--- src/design/pcs_pkg.sv ---
// Shared types, constants and helpers for the pressure count calibration block.
// Used by pcs_ctrl, pcs_dp and the top level pressure_counts_calibrate_smooth.
// Depends on nothing.
`default_nettype none

package pcs_pkg;

    // Fixed-point fraction bits of the pressure outputs.
    localparam int FRAC_BITS = 8;

    // Field and register widths.
    localparam int COUNT_W    = 14;
    localparam int PRS_W      = 12;
    localparam int WGT_W      = 9;
    localparam int OUT_W      = 20;
    localparam int BYTE_W     = 8;
    localparam int CFG_DATA_W = 14;
    localparam int CFG_IDX_W  = 3;

    // Datapath widths.
    localparam int DIFF_W     = COUNT_W + 1;
    localparam int PSPAN_W    = PRS_W + 1;
    localparam int PROD_W     = DIFF_W + PSPAN_W;
    localparam int PMAG_W     = PROD_W - 1;
    localparam int NUM_W      = PMAG_W + FRAC_BITS;
    localparam int DIV_W      = NUM_W + (NUM_W % 2);
    localparam int DIV_STEPS  = DIV_W / 2;
    localparam int STEP_CNT_W = $clog2(DIV_STEPS);
    localparam int QS_W       = DIV_W + 1;
    localparam int V_W        = DIV_W + 2;

    // Smoothing arithmetic: Q8 weight.
    localparam int W_SHIFT    = 8;
    localparam int MIX_W      = OUT_W + WGT_W + 1;
    localparam int SUM_W      = MIX_W + 1;
    localparam logic [WGT_W-1:0] W_ONE = WGT_W'(1 << W_SHIFT);

    // A converted value must lie above this to be stored.
    localparam logic signed [V_W-1:0] REJECT_LIMIT = V_W'(-10 * (1 << FRAC_BITS));
    localparam logic signed [V_W-1:0] OUT_MAX_V = V_W'((1 << (OUT_W - 1)) - 1);
    localparam logic signed [V_W-1:0] OUT_MIN_V = V_W'(-(1 << (OUT_W - 1)));

    // Reset values of the configuration registers.
    localparam logic [COUNT_W-1:0] COUNT_AT_MAX_RST    = COUNT_W'(14745);
    localparam logic [COUNT_W-1:0] COUNT_AT_MIN_RST    = COUNT_W'(1638);
    localparam logic [PRS_W-1:0]   PRESSURE_AT_MAX_RST = PRS_W'(100);
    localparam logic [PRS_W-1:0]   PRESSURE_AT_MIN_RST = PRS_W'(0);
    localparam logic [WGT_W-1:0]   SMOOTHING_WEIGHT_RST = W_ONE;

    typedef enum logic [CFG_IDX_W-1:0] {
        CFG_COUNT_AT_MAX     = 3'd0,
        CFG_COUNT_AT_MIN     = 3'd1,
        CFG_PRESSURE_AT_MAX  = 3'd2,
        CFG_PRESSURE_AT_MIN  = 3'd3,
        CFG_SMOOTHING_WEIGHT = 3'd4
    } pcs_cfg_idx_t;

    typedef enum logic [3:0] {
        ST_IDLE,
        ST_MUL,
        ST_PREP,
        ST_DIV,
        ST_SIGN,
        ST_ACC,
        ST_SMUL,
        ST_FIN,
        ST_OUT
    } pcs_state_t;

    typedef struct packed {
        logic load_in;
        logic mul;
        logic prep;
        logic div_step;
        logic sign;
        logic acc;
        logic smul;
        logic fin;
        logic load_out;
    } pcs_cmd_t;

    typedef struct packed {
        logic div_last;
    } pcs_status_t;

    // Clamp a wide signed value to the output range.
    function automatic logic signed [OUT_W-1:0] sat_out(input logic signed [V_W-1:0] v);
        logic signed [OUT_W-1:0] r;
        if (v > OUT_MAX_V) begin
            r = OUT_MAX_V[OUT_W-1:0];
        end else if (v < OUT_MIN_V) begin
            r = OUT_MIN_V[OUT_W-1:0];
        end else begin
            r = v[OUT_W-1:0];
        end
        return r;
    endfunction

endpackage

`default_nettype wire

--- src/design/pcs_ctrl.sv ---
// Sequencing state machine of the pressure count calibration block.
// Depends on pcs_pkg; drives pcs_dp through a command struct.
`default_nettype none

module pcs_ctrl
    import pcs_pkg::*;
(
    input  wire logic        aclk,
    input  wire logic        aresetn,
    input  wire logic        s_tvalid,
    output logic             s_tready,
    output logic             m_tvalid,
    input  wire logic        m_tready,
    input  wire pcs_status_t status,
    output pcs_cmd_t         cmd
);

    pcs_state_t state_reg, state_next;
    logic       m_tvalid_reg, m_tvalid_next;
    logic       out_free;

    assign out_free = !m_tvalid_reg || m_tready;

    always_ff @(posedge aclk) begin
        if (!aresetn) begin
            state_reg    <= ST_IDLE;
            m_tvalid_reg <= 1'b0;
        end else begin
            state_reg    <= state_next;
            m_tvalid_reg <= m_tvalid_next;
        end
    end

    always_comb begin
        state_next = state_reg;
        unique case (state_reg)
            ST_IDLE: if (s_tvalid) state_next = ST_MUL;
            ST_MUL:  state_next = ST_PREP;
            ST_PREP: state_next = ST_DIV;
            ST_DIV:  if (status.div_last) state_next = ST_SIGN;
            ST_SIGN: state_next = ST_ACC;
            ST_ACC:  state_next = ST_SMUL;
            ST_SMUL: state_next = ST_FIN;
            ST_FIN:  state_next = ST_OUT;
            ST_OUT:  if (out_free) state_next = ST_IDLE;
            default: state_next = ST_IDLE;
        endcase
    end

    always_comb begin
        cmd           = '0;
        s_tready      = 1'b0;
        unique case (state_reg)
            ST_IDLE: begin
                s_tready    = 1'b1;
                cmd.load_in = s_tvalid;
            end
            ST_MUL:  cmd.mul      = 1'b1;
            ST_PREP: cmd.prep     = 1'b1;
            ST_DIV:  cmd.div_step = 1'b1;
            ST_SIGN: cmd.sign     = 1'b1;
            ST_ACC:  cmd.acc      = 1'b1;
            ST_SMUL: cmd.smul     = 1'b1;
            ST_FIN:  cmd.fin      = 1'b1;
            ST_OUT:  cmd.load_out = out_free;
            default: cmd          = '0;
        endcase
    end

    always_comb begin
        if (cmd.load_out) begin
            m_tvalid_next = 1'b1;
        end else if (m_tready) begin
            m_tvalid_next = 1'b0;
        end else begin
            m_tvalid_next = m_tvalid_reg;
        end
    end

    assign m_tvalid = m_tvalid_reg;

endmodule

`default_nettype wire

--- src/design/pcs_dp.sv ---
// Datapath of the pressure count calibration block: configuration registers,
// span multiply, two-bit-per-cycle divider, acceptance, smoothing and output word.
// Depends on pcs_pkg; steered by pcs_ctrl.
`default_nettype none

module pcs_dp
    import pcs_pkg::*;
(
    input  wire logic                  aclk,
    input  wire logic                  aresetn,
    input  wire logic                  cfg_wr_en,
    input  wire logic [CFG_IDX_W-1:0]  cfg_index,
    input  wire logic [CFG_DATA_W-1:0] cfg_data,
    input  wire logic [BYTE_W-1:0]     high_byte,
    input  wire logic [BYTE_W-1:0]     low_byte,
    input  wire pcs_cmd_t              cmd,
    output pcs_status_t                status,
    output logic signed [OUT_W-1:0]    pressure_q8,
    output logic signed [OUT_W-1:0]    smoothed_q8,
    output logic                       reading_accepted
);

    // Configuration registers.
    logic [COUNT_W-1:0]      cmax_reg, cmin_reg;
    logic signed [PRS_W-1:0] pmax_reg, pmin_reg;
    logic [WGT_W-1:0]        wgt_reg;

    always_ff @(posedge aclk) begin
        if (!aresetn) begin
            cmax_reg <= COUNT_AT_MAX_RST;
            cmin_reg <= COUNT_AT_MIN_RST;
            pmax_reg <= PRESSURE_AT_MAX_RST;
            pmin_reg <= PRESSURE_AT_MIN_RST;
            wgt_reg  <= SMOOTHING_WEIGHT_RST;
        end else if (cfg_wr_en) begin
            unique case (cfg_index)
                CFG_COUNT_AT_MAX:     cmax_reg <= cfg_data[COUNT_W-1:0];
                CFG_COUNT_AT_MIN:     cmin_reg <= cfg_data[COUNT_W-1:0];
                CFG_PRESSURE_AT_MAX:  pmax_reg <= cfg_data[PRS_W-1:0];
                CFG_PRESSURE_AT_MIN:  pmin_reg <= cfg_data[PRS_W-1:0];
                CFG_SMOOTHING_WEIGHT: wgt_reg  <= cfg_data[WGT_W-1:0];
                default: ;
            endcase
        end
    end

    // Working registers.
    logic [COUNT_W-1:0]        count_reg;
    logic signed [PROD_W-1:0]  prod_reg;
    logic signed [DIFF_W-1:0]  cspan_reg;
    logic [DIV_W-1:0]          quo_reg;
    logic [COUNT_W-1:0]        rem_reg;
    logic [COUNT_W-1:0]        den_reg;
    logic                      neg_reg;
    logic                      zero_reg;
    logic [STEP_CNT_W-1:0]     step_cnt_reg;
    logic signed [QS_W-1:0]    qs_reg;
    logic signed [OUT_W-1:0]   held_reg, prev_reg, smoothed_reg;
    logic                      first_reg;
    logic                      acc_reg;
    logic signed [MIX_W-1:0]   m1_reg, m2_reg;
    logic signed [OUT_W-1:0]   out_p_reg, out_s_reg;
    logic                      out_a_reg;

    // Combinational terms.
    logic signed [DIFF_W-1:0]  diff;
    logic signed [PSPAN_W-1:0] pspan;
    logic signed [PROD_W-1:0]  prod_abs;
    logic signed [DIFF_W-1:0]  cspan_abs;
    logic [DIV_W-1:0]          quo_next;
    logic [COUNT_W-1:0]        rem_next;
    logic signed [V_W-1:0]     v;
    logic                      accepted;
    logic [WGT_W-1:0]          w_eff;
    logic [WGT_W-1:0]          w_rest;
    logic signed [SUM_W-1:0]   mix_sum;
    logic signed [SUM_W-1:0]   mix_shift;

    assign diff  = $signed({1'b0, count_reg}) - $signed({1'b0, cmin_reg});
    assign pspan = PSPAN_W'(pmax_reg) - PSPAN_W'(pmin_reg);

    assign prod_abs  = prod_reg[PROD_W-1] ? -prod_reg : prod_reg;
    assign cspan_abs = cspan_reg[DIFF_W-1] ? -cspan_reg : cspan_reg;

    // Two restoring division steps per cycle.
    always_comb begin
        logic [COUNT_W:0]   r;
        logic [DIV_W-1:0]   q;
        logic [COUNT_W-1:0] rm;
        q  = quo_reg;
        rm = rem_reg;
        for (int i = 0; i < 2; i++) begin
            r = {rm, q[DIV_W-1]};
            q = {q[DIV_W-2:0], 1'b0};
            if (r >= {1'b0, den_reg}) begin
                r    = r - {1'b0, den_reg};
                q[0] = 1'b1;
            end
            rm = r[COUNT_W-1:0];
        end
        quo_next = q;
        rem_next = rm;
    end

    assign v        = V_W'(qs_reg) + (V_W'(pmin_reg) <<< FRAC_BITS);
    assign accepted = v > REJECT_LIMIT;

    assign w_eff  = (wgt_reg > W_ONE) ? W_ONE : wgt_reg;
    assign w_rest = W_ONE - w_eff;

    assign mix_sum   = SUM_W'(m1_reg) + SUM_W'(m2_reg);
    assign mix_shift = mix_sum >>> W_SHIFT;

    always_ff @(posedge aclk) begin
        if (cmd.load_in) begin
            count_reg <= {high_byte[COUNT_W-BYTE_W-1:0], low_byte};
        end
        if (cmd.mul) begin
            prod_reg  <= diff * pspan;
            cspan_reg <= $signed({1'b0, cmax_reg}) - $signed({1'b0, cmin_reg});
        end
        if (cmd.prep) begin
            quo_reg      <= DIV_W'({prod_abs[PMAG_W-1:0], {FRAC_BITS{1'b0}}});
            rem_reg      <= '0;
            den_reg      <= cspan_abs[COUNT_W-1:0];
            neg_reg      <= prod_reg[PROD_W-1] ^ cspan_reg[DIFF_W-1];
            zero_reg     <= (cspan_reg == '0);
            step_cnt_reg <= STEP_CNT_W'(DIV_STEPS - 1);
        end
        if (cmd.div_step) begin
            quo_reg      <= quo_next;
            rem_reg      <= rem_next;
            step_cnt_reg <= step_cnt_reg - 1'b1;
        end
        if (cmd.sign) begin
            if (zero_reg) begin
                qs_reg <= '0;
            end else if (neg_reg) begin
                qs_reg <= -$signed({1'b0, quo_reg});
            end else begin
                qs_reg <= $signed({1'b0, quo_reg});
            end
        end
        if (cmd.acc) begin
            prev_reg <= held_reg;
            acc_reg  <= accepted;
        end
        if (cmd.smul) begin
            m1_reg <= $signed({1'b0, w_eff}) * held_reg;
            m2_reg <= $signed({1'b0, w_rest}) * prev_reg;
        end
        if (cmd.load_out) begin
            out_p_reg <= held_reg;
            out_s_reg <= smoothed_reg;
            out_a_reg <= acc_reg;
        end
    end

    // Architectural state of the filter.
    always_ff @(posedge aclk) begin
        if (!aresetn) begin
            held_reg     <= '0;
            smoothed_reg <= '0;
            first_reg    <= 1'b1;
        end else begin
            if (cmd.acc && accepted) begin
                held_reg <= sat_out(v);
            end
            if (cmd.fin) begin
                if (!first_reg) begin
                    smoothed_reg <= sat_out(V_W'(mix_shift));
                end
                first_reg <= 1'b0;
            end
        end
    end

    assign status.div_last  = (step_cnt_reg == '0);
    assign pressure_q8      = out_p_reg;
    assign smoothed_q8      = out_s_reg;
    assign reading_accepted = out_a_reg;

endmodule

`default_nettype wire

--- src/design/pressure_counts_calibrate_smooth.sv ---
// Top level of the pressure count calibration and smoothing block.
// Depends on pcs_pkg, pcs_ctrl and pcs_dp.
//
// Each input word carries one two-byte sensor reading. The two status bits at
// the top of the high byte are dropped, leaving a 14-bit count, which is mapped
// linearly from the configured count span onto the configured pressure span in
// signed Q8. A value not above -10 is rejected and the previous pressure is
// held; from the second reading on, the smoothed output is the weighted mix of
// the new and the previous held pressure. One reading is processed at a time.
// After the input word is accepted, the reading passes through the span multiply,
// the divider preparation, the restoring divider (two quotient bits a cycle over
// a 36-bit dividend), then sign, accept, smoothing multiply, smoothing add and
// output load. A reading waits in the output load step only while an earlier
// word still waits at the output. The next reading is accepted as soon as the
// finished word sits in the output register, even if that word is not yet
// taken. Configuration registers are written through the plain write port and
// should only be changed while the block is idle.
`default_nettype none

module pressure_counts_calibrate_smooth
    import pcs_pkg::*;
(
    input  wire logic                  aclk,
    input  wire logic                  aresetn,
    // Configuration write port.
    input  wire logic                  cfg_wr_en,
    input  wire logic [CFG_IDX_W-1:0]  cfg_index,
    input  wire logic [CFG_DATA_W-1:0] cfg_data,
    // Input stream.
    input  wire logic                  s_tvalid,
    output logic                       s_tready,
    input  wire logic [15:0]           s_tdata,  // high_byte [7:0], low_byte [15:8]
    // Result stream.
    output logic                       m_tvalid,
    input  wire logic                  m_tready,
    output logic [2*OUT_W-1:0]         m_tdata,  // pressure_q8 [19:0], smoothed_q8 [39:20]
    output logic                       m_tuser   // reading_accepted
);

    pcs_cmd_t                cmd;
    pcs_status_t             status;
    logic signed [OUT_W-1:0] pressure_q8;
    logic signed [OUT_W-1:0] smoothed_q8;
    logic                    reading_accepted;

    pcs_ctrl u_ctrl (
        .aclk     (aclk),
        .aresetn  (aresetn),
        .s_tvalid (s_tvalid),
        .s_tready (s_tready),
        .m_tvalid (m_tvalid),
        .m_tready (m_tready),
        .status   (status),
        .cmd      (cmd)
    );

    pcs_dp u_dp (
        .aclk             (aclk),
        .aresetn          (aresetn),
        .cfg_wr_en        (cfg_wr_en),
        .cfg_index        (cfg_index),
        .cfg_data         (cfg_data),
        .high_byte        (s_tdata[BYTE_W-1:0]),
        .low_byte         (s_tdata[2*BYTE_W-1:BYTE_W]),
        .cmd              (cmd),
        .status           (status),
        .pressure_q8      (pressure_q8),
        .smoothed_q8      (smoothed_q8),
        .reading_accepted (reading_accepted)
    );

    assign m_tdata = {smoothed_q8, pressure_q8};
    assign m_tuser = reading_accepted;

    // A reading flagged as accepted is always above the rejection threshold.
    a_accepted_above_limit: assert property (@(posedge aclk) disable iff (!aresetn)
        m_tvalid && m_tuser |-> V_W'($signed(m_tdata[OUT_W-1:0])) > REJECT_LIMIT)
        else $error("accepted reading at or below the rejection threshold");

    // Only one reading is in flight: taking a word closes the input side.
    a_one_in_flight: assert property (@(posedge aclk) disable iff (!aresetn)
        s_tvalid && s_tready |=> !s_tready)
        else $error("input still open after a word was taken");

    // A result never appears the cycle after a word is taken.
    a_no_instant_result: assert property (@(posedge aclk) disable iff (!aresetn)
        s_tvalid && s_tready |=> !$rose(m_tvalid))
        else $error("result raised directly after input word");

endmodule

`default_nettype wire
--- config.mk ---
export PLATFORM = sky130hd
export DESIGN_NAME = pressure_counts_calibrate_smooth
export DESIGN_NICKNAME = d
export VERILOG_FILES = /design/src/design/pcs_pkg.sv /design/src/design/pcs_ctrl.sv /design/src/design/pcs_dp.sv /design/src/design/pressure_counts_calibrate_smooth.sv
export SDC_FILE = /design/constraint.sdc
export NUM_CORES = 2
export LEC_CHECK = 0
export ABC_AREA = 1
export ABC_CLOCK_PERIOD_IN_PS = 9100
export CAP_MARGIN = 20
export CORE_UTILIZATION = 35
export CTS_CLUSTER_SIZE = 12
export DETAILED_ROUTE_END_ITERATION = 16
export DONT_BUFFER_PORTS = 1
export PLACE_DENSITY = 0.54
export SLEW_MARGIN = 20
export SYNTH_ARGS = -nofsm -noshare
export SYNTH_HDL_FRONTEND = slang
export SYNTH_HIERARCHICAL = 1
export SYNTH_SLANG_ARGS = --single-unit
--- constraint.sdc ---
create_clock -name aclk -period 9.1 [get_ports aclk]
set_input_delay 0.91 -clock aclk [delete_from_list [all_inputs] [get_ports aclk]]
set_output_delay 0.91 -clock aclk [all_outputs]
set_load 0.005 [all_outputs]
; ---- Yosys cells after proc, flatten, opt, wreduce, memory -nomap -nowiden
; Index checks and enable logic that the tools add are counted.
[totals]
reg_bits = 394
latchBits = 0
mem_bits_rw = 0
mem_bits_ro = 0
in_bits = 38
out_inout_bits = 43
elab_cells = 120
mem_count = 0
[op_classes]
addsub = 12
n_mul = 3
n_div = 0
magnitude_cmp = 8
eq_ne = 15
n_shift = 0
muxes = 34
bitwise_logic = 3
n_reduce_logical = 17
[ops]
columns = operator, count
row1 = 36-bit two-way mux, 3
row2 = 20-bit two-way mux, 4
row3 = 14-bit two-way mux, 5
row4 = 10-bit by 20-bit multiplier with 30-bit output, 2
row5 = 37-bit by 20-bit adder with 38-bit output, 1
row6 = 38-bit by 13-bit greater-than comparator with 1-bit output (second input constant), 1
row7 = 38-bit by 20-bit greater-than comparator with 1-bit output (second input constant), 1
row8 = 38-bit by 20-bit less-than comparator with 1-bit output (second input constant), 1
row9 = 36-bit negation with 37-bit output, 1
row10 = 4-bit one-hot mux with 9 select lines, 1
row11 = 30-bit by 30-bit adder with 31-bit output, 1
row12 = 15-bit by 14-bit >= comparator with 1-bit output, 2
row13 = 14-bit by 14-bit subtractor with 15-bit output, 2
row14 = 15-bit by 13-bit multiplier with 28-bit output, 1
row15 = 14-bit subtractor, 2
row16 = 27-bit two-way mux, 1
row17 = 27-bit negation, 1
row18 = 23-bit by 20-bit greater-than comparator with 1-bit output (second input constant), 1
row19 = 23-bit by 20-bit less-than comparator with 1-bit output (second input constant), 1
row20 = 4-bit by 3-bit equality test with 1-bit output (second input constant), 4
row21 = 15-bit zero test, 1
row22 = 1-bit two-way mux, 14
row23 = 14-bit negation, 1
row24 = 12-bit by 12-bit subtractor with 13-bit output, 1
row25 = other kinds (26), 39

; ---- Depth between registers and ports, before layout
[depth]
ltp_word = 5
mapped_depth = 40
ltp_nobuf = 40

; ---- Modules after synthesis
; The synthesis kept the hierarchy.
[modules_own_cells]
columns = mod, instances, cells_per_inst, area_per_inst_um2, seq_area_each_um2
row1 = pcs_dp, 1, 5061, 41671.2, 10660.2
row2 = pcs_ctrl, 1, 51, 331.6, 100.1

; ---- Worst setup path before layout
; Ideal clock, no wire load.
[synth_timing]
kind = reg-to-reg
from = reg u_dp.count_reg[0]
to = reg u_dp.prod_reg[27] (data pin)
setup_time_ns = 0.264
t_arrival_ns = 7.134
required_ns = 8.836
setup_slack_ns = 1.703
path_stages_with_launch = 38
path_buffers = 0
period_less_slack_ns = 7.397
cell_sequence = edfxtp_1 -> inv_1 -> ha_1 -> inv_1 -> fa_1 -> nand3_1 -> nand2_1 -> nand3_1 -> nand2_1 -> nand2_1 -> nand2_1 -> nand2_1 -> nand2_1 -> nand2_1 -> nand2_1 -> a21oi_1 -> or2_1 -> nand2_1 -> [... 2 more ...] -> nor2_1 -> fa_1 -> inv_1 -> fa_1 -> inv_1 -> fa_1 -> fa_1 -> fa_1 -> ha_1 -> ha_1 -> nand2_1 -> nor4_1 -> a21oi_1 -> nor3_1 -> nor2_1 -> o21ai_0 -> a31oi_1 -> xor2_1
[synth_between]
elab_chain_len = 2
[synth_lines]
columns = item, line_no
row1 = start: declaration, pcs_dp.sv:48  ; logic [COUNT_W-1:0] count_reg;
row2 = start signal: assignment, pcs_dp.sv:116  ; count_reg <= {high_byte[COUNT_W-BYTE_W-1:0], low_byte};
row3 = 14-bit by 14-bit subtractor with 15-bit output, pcs_dp.sv:79  ; assign diff = $signed({1'b0, count_reg}) - $signed({1'b0, cmin_reg});
row4 = 15-bit by 13-bit multiplier with 28-bit output, pcs_dp.sv:119  ; prod_reg <= diff * pspan;
row5 = end signal: assignment, pcs_dp.sv:119
row6 = end: declaration, pcs_dp.sv:49  ; logic signed [PROD_W-1:0] prod_reg;
; Every way passes these cells.
; A chain may end at the register's enable or synchronous reset.

; ---- Final worst setup path
[layout_timing]
from = reg u_dp.pmin_reg[0]
to = reg u_dp.prod_reg[26] (data pin)
[layout_between]
elab_chain_len = 2
[layout_lines]
columns = item, line_no
row1 = start: declaration, pcs_dp.sv:25  ; logic signed [PRS_W-1:0] pmax_reg, pmin_reg;
row2 = start signal: assignment, pcs_dp.sv:40  ; CFG_PRESSURE_AT_MIN: pmin_reg <= cfg_data[PRS_W-1:0];
row3 = 12-bit by 12-bit subtractor with 13-bit output, pcs_dp.sv:80  ; assign pspan = PSPAN_W'(pmax_reg) - PSPAN_W'(pmin_reg);
row4 = 15-bit by 13-bit multiplier with 28-bit output, pcs_dp.sv:119
; Every way passes these cells.

==> flow_summary.yaml <==
run_status:
  status: "finished clean"
power_and_ir_drop:
  power_density_mw_per_mm2: 323
  leakagePower_nw: 22.2
  vdd_drop_max_mv: 0.582
  p_total_mw: 14.7
worst_setup_path:
  cpMostUsedCell: "fa_1"
  cp_slowest_cell: "fa_1"
  reg2reg_to: "u_dp/prod_reg[26]"
  cp_max_fo: 15
  crit_path_end_kind: "register"
  r2r-start: "u_dp/pmin_reg[0]"
  arrival_ps: 8290
  slowest_delay_ps: 540
  worstRegToRegCells: 32
  r2r_slack_ps: 1190
  worstPathRequired_ps: 9480
  setup.worst_path.class: "register to register"
  worst_setup_path_start_kind: "register"
grt:
  grt_max_degree: 93
  antenna_found_initial: 4
  grt_pass1_wl_mm: 179
  grt_pass1_vias: 33000
  track_usage_pct: 18.6
  overflow: 0
yosys:
  synthTopCellsByArea: "fa_1 (23%), edfxtp_1 (21%), ha_1 (9.9%), inv_1 (9.4%), nand2_1 (8.8%)"
  synth.cell_area_mm2: 0.0420
  synth_top_area_share_pct: 23.4
  synth_seq_area_share_pct: 25.6
  synth.distinct_cells: 55
  synth.largest_area_cell: "fa_1"
  yosys_warnings: 6
  ys.flop_type: "edfxtp_1"
  synth_edf_count: 287
  syn-num-nets: 5972
  syn_inst: 5112
  syn_avg_cell_area_um2: 8.22
  synthArstFlopShare_pct: 0
  ys_ff_latch: 394
sta:
  setup-violations-final: 0
  slew_headroom_pct: 28.8
  setup_tns_ps: 0
  finalCriticalPeriod_ps: 7910
  worst_slew_pin_slew_ps: 1060
  finalCritPeriodShare_pct: 86.9
  fmax_mhz: 126
  hold_ws_ps: 358
  drv_slew: 0
  rsz0062_at_grt: "false"
  finalHoldViolCount: 0
  fin_worst_skew_ps: 39.5
clock_network:
  ctsHoldBuffers: 0
  htreeDepth: 2
  clock_latency_ps: 650
  cts-resized-gates: 0
  cts.clk_slew.worst_paths_ps: 60
  cts_buffers: 49
  clockBufferDepth: 3
  cts_root_buf: "clkbuf_16"
  post-cts-setup-buffers: 0
  cts_tree: "done"
  cts_sinks: 394
hold_path:
  hold_depth: 0
  hold_path_startpoint: "s_tdata[9]"
  hp-class: "input pin to register"
  hold_end: "u_dp/count_reg[1]"
detailed_routing:
  ant_nets: 0
  drc: 0
  drt-initial-drc-count: 1930
  wire_per_inst_um: 16.4
  drt_pass1_iterations: 5
  viasPerCell: 4.80
  wl_mm: 110
  vias: 32400
floorplan:
  die_w_um: 348
  fp.dieH_um: 348
  pin_count: 81
  start_util_pct: 35.4
  rows: 126
  dieArea_mm2: 0.121
  fp.coreArea_mm2: 0.119
placed_design:
  portBuffers: 0
  place_hpwl_mm: 91.0
  dpl.cell_count: 6642
  gp_congestion: 0.891
layout:
  fin_util_pct: 38.4
  final_cell_mix: "inv_1 (1053), nand2_1 (988), nor2_1 (572)"
  layout-drive-gt1-share_pct: 3.49
  layout_commonest_cell: "inv_1"
  fin_cells: 6736
  num-nets-final: 5954
  largest_register_ffs: 37
  syn2layout_area_growth_pct: 8.48
run:
  drv_cap: 0
==> where the power goes <==
group	total (mW)	switching, mW	internal [mW]	leakage, nW
clock	1.96	0.838	1.12	0.798
combinational	9.97	5.88	4.09	17.8
sequential	2.81	0.133	2.68	3.54
==> cell type report <==
type	instances	area (um2)
Clock buffer	71	1400
Tap cell	1600	2000
Multi-Input combinational cell	3543	26800
Clock inverter	21	243
Fill cell	12400	73000
Antenna cell	1	2.50
Inverter	1066	4000
Timing Repair Buffer	40	320
Sequential cell	394	10800
==> worst max-delay path, delay by kind of cell (launching register included) <==
kind,cells,cell delay [ps]
AO/OA/AOI/OAI,8,1740
XOR/XNOR,2,210
adder cells (fa/ha/maj),9,4010
buffers and inverters,5,430
flip-flops,1,330
AND/OR/NAND/NOR,8,930
==> metal layers <==
metal	GRT usage, %	vias up	part of all wire [%]
met2	31.4	723	47
met1	24.4	15500	45
met3	2.75	154	5.1
met5	0	-	0.010
met4	6.04	2	3.2
li1	-	15900	-
==> how the worst max path moves through the flow <==
stage | to | from | slack, ps
after floorplan | u_dp/prod_reg[27] | u_dp/count_reg[0] | 1700
after global placement | u_dp/prod_reg[26] | u_dp/pmax_reg[0] | 1110
after detailed placement | u_dp/prod_reg[26] | u_dp/pmax_reg[0] | 1120
after CTS | u_dp/prod_reg[26] | u_dp/pmin_reg[0] | 1100
after global routing | u_dp/prod_reg[27] | u_dp/count_reg[0] | 370
final | u_dp/prod_reg[26] | u_dp/pmin_reg[0] | 1190
==> Yosys cell counts, types with 14 or more instances <==
library cell  instances
inv_1              1053
nand2_1             988
nor2_1              573
fa_1                491
ha_1                331
a21oi_1             326
edfxtp_1            287
o21ai_0             225
nand3_1             142
xor2_1              118
dfxtp_1             107
clkbuf_1             80
xnor2_1              72
nor3_1               60
nand4_1              30
or2_2                25
a21o_1               17
a31oi_1              17
o21bai_1             17
o21a_1               16
nor4_1               14
==> logic make-up after synthesis <==
group	after synthesis	synth area share, %
flip-flops	394	25.6
AND/OR/NAND/NOR	1868	18.0
buffers and inverters	1175	10.6
adder cells (fa/ha/maj)	822	33.3
XOR/XNOR	190	3.96
AO/OA/AOI/OAI	663	8.55
==> through the flow <==
stage,worst slack (ps),cell area [um2]
2_1_floorplan,1700,42000
3_3_place_gp,1110,43900
3_5_place_dp,1120,43900
4_1_cts,1100,45500
5_1_grt,373,45600
6_report,1190,45600
Power figures use the tool's default switching activity.
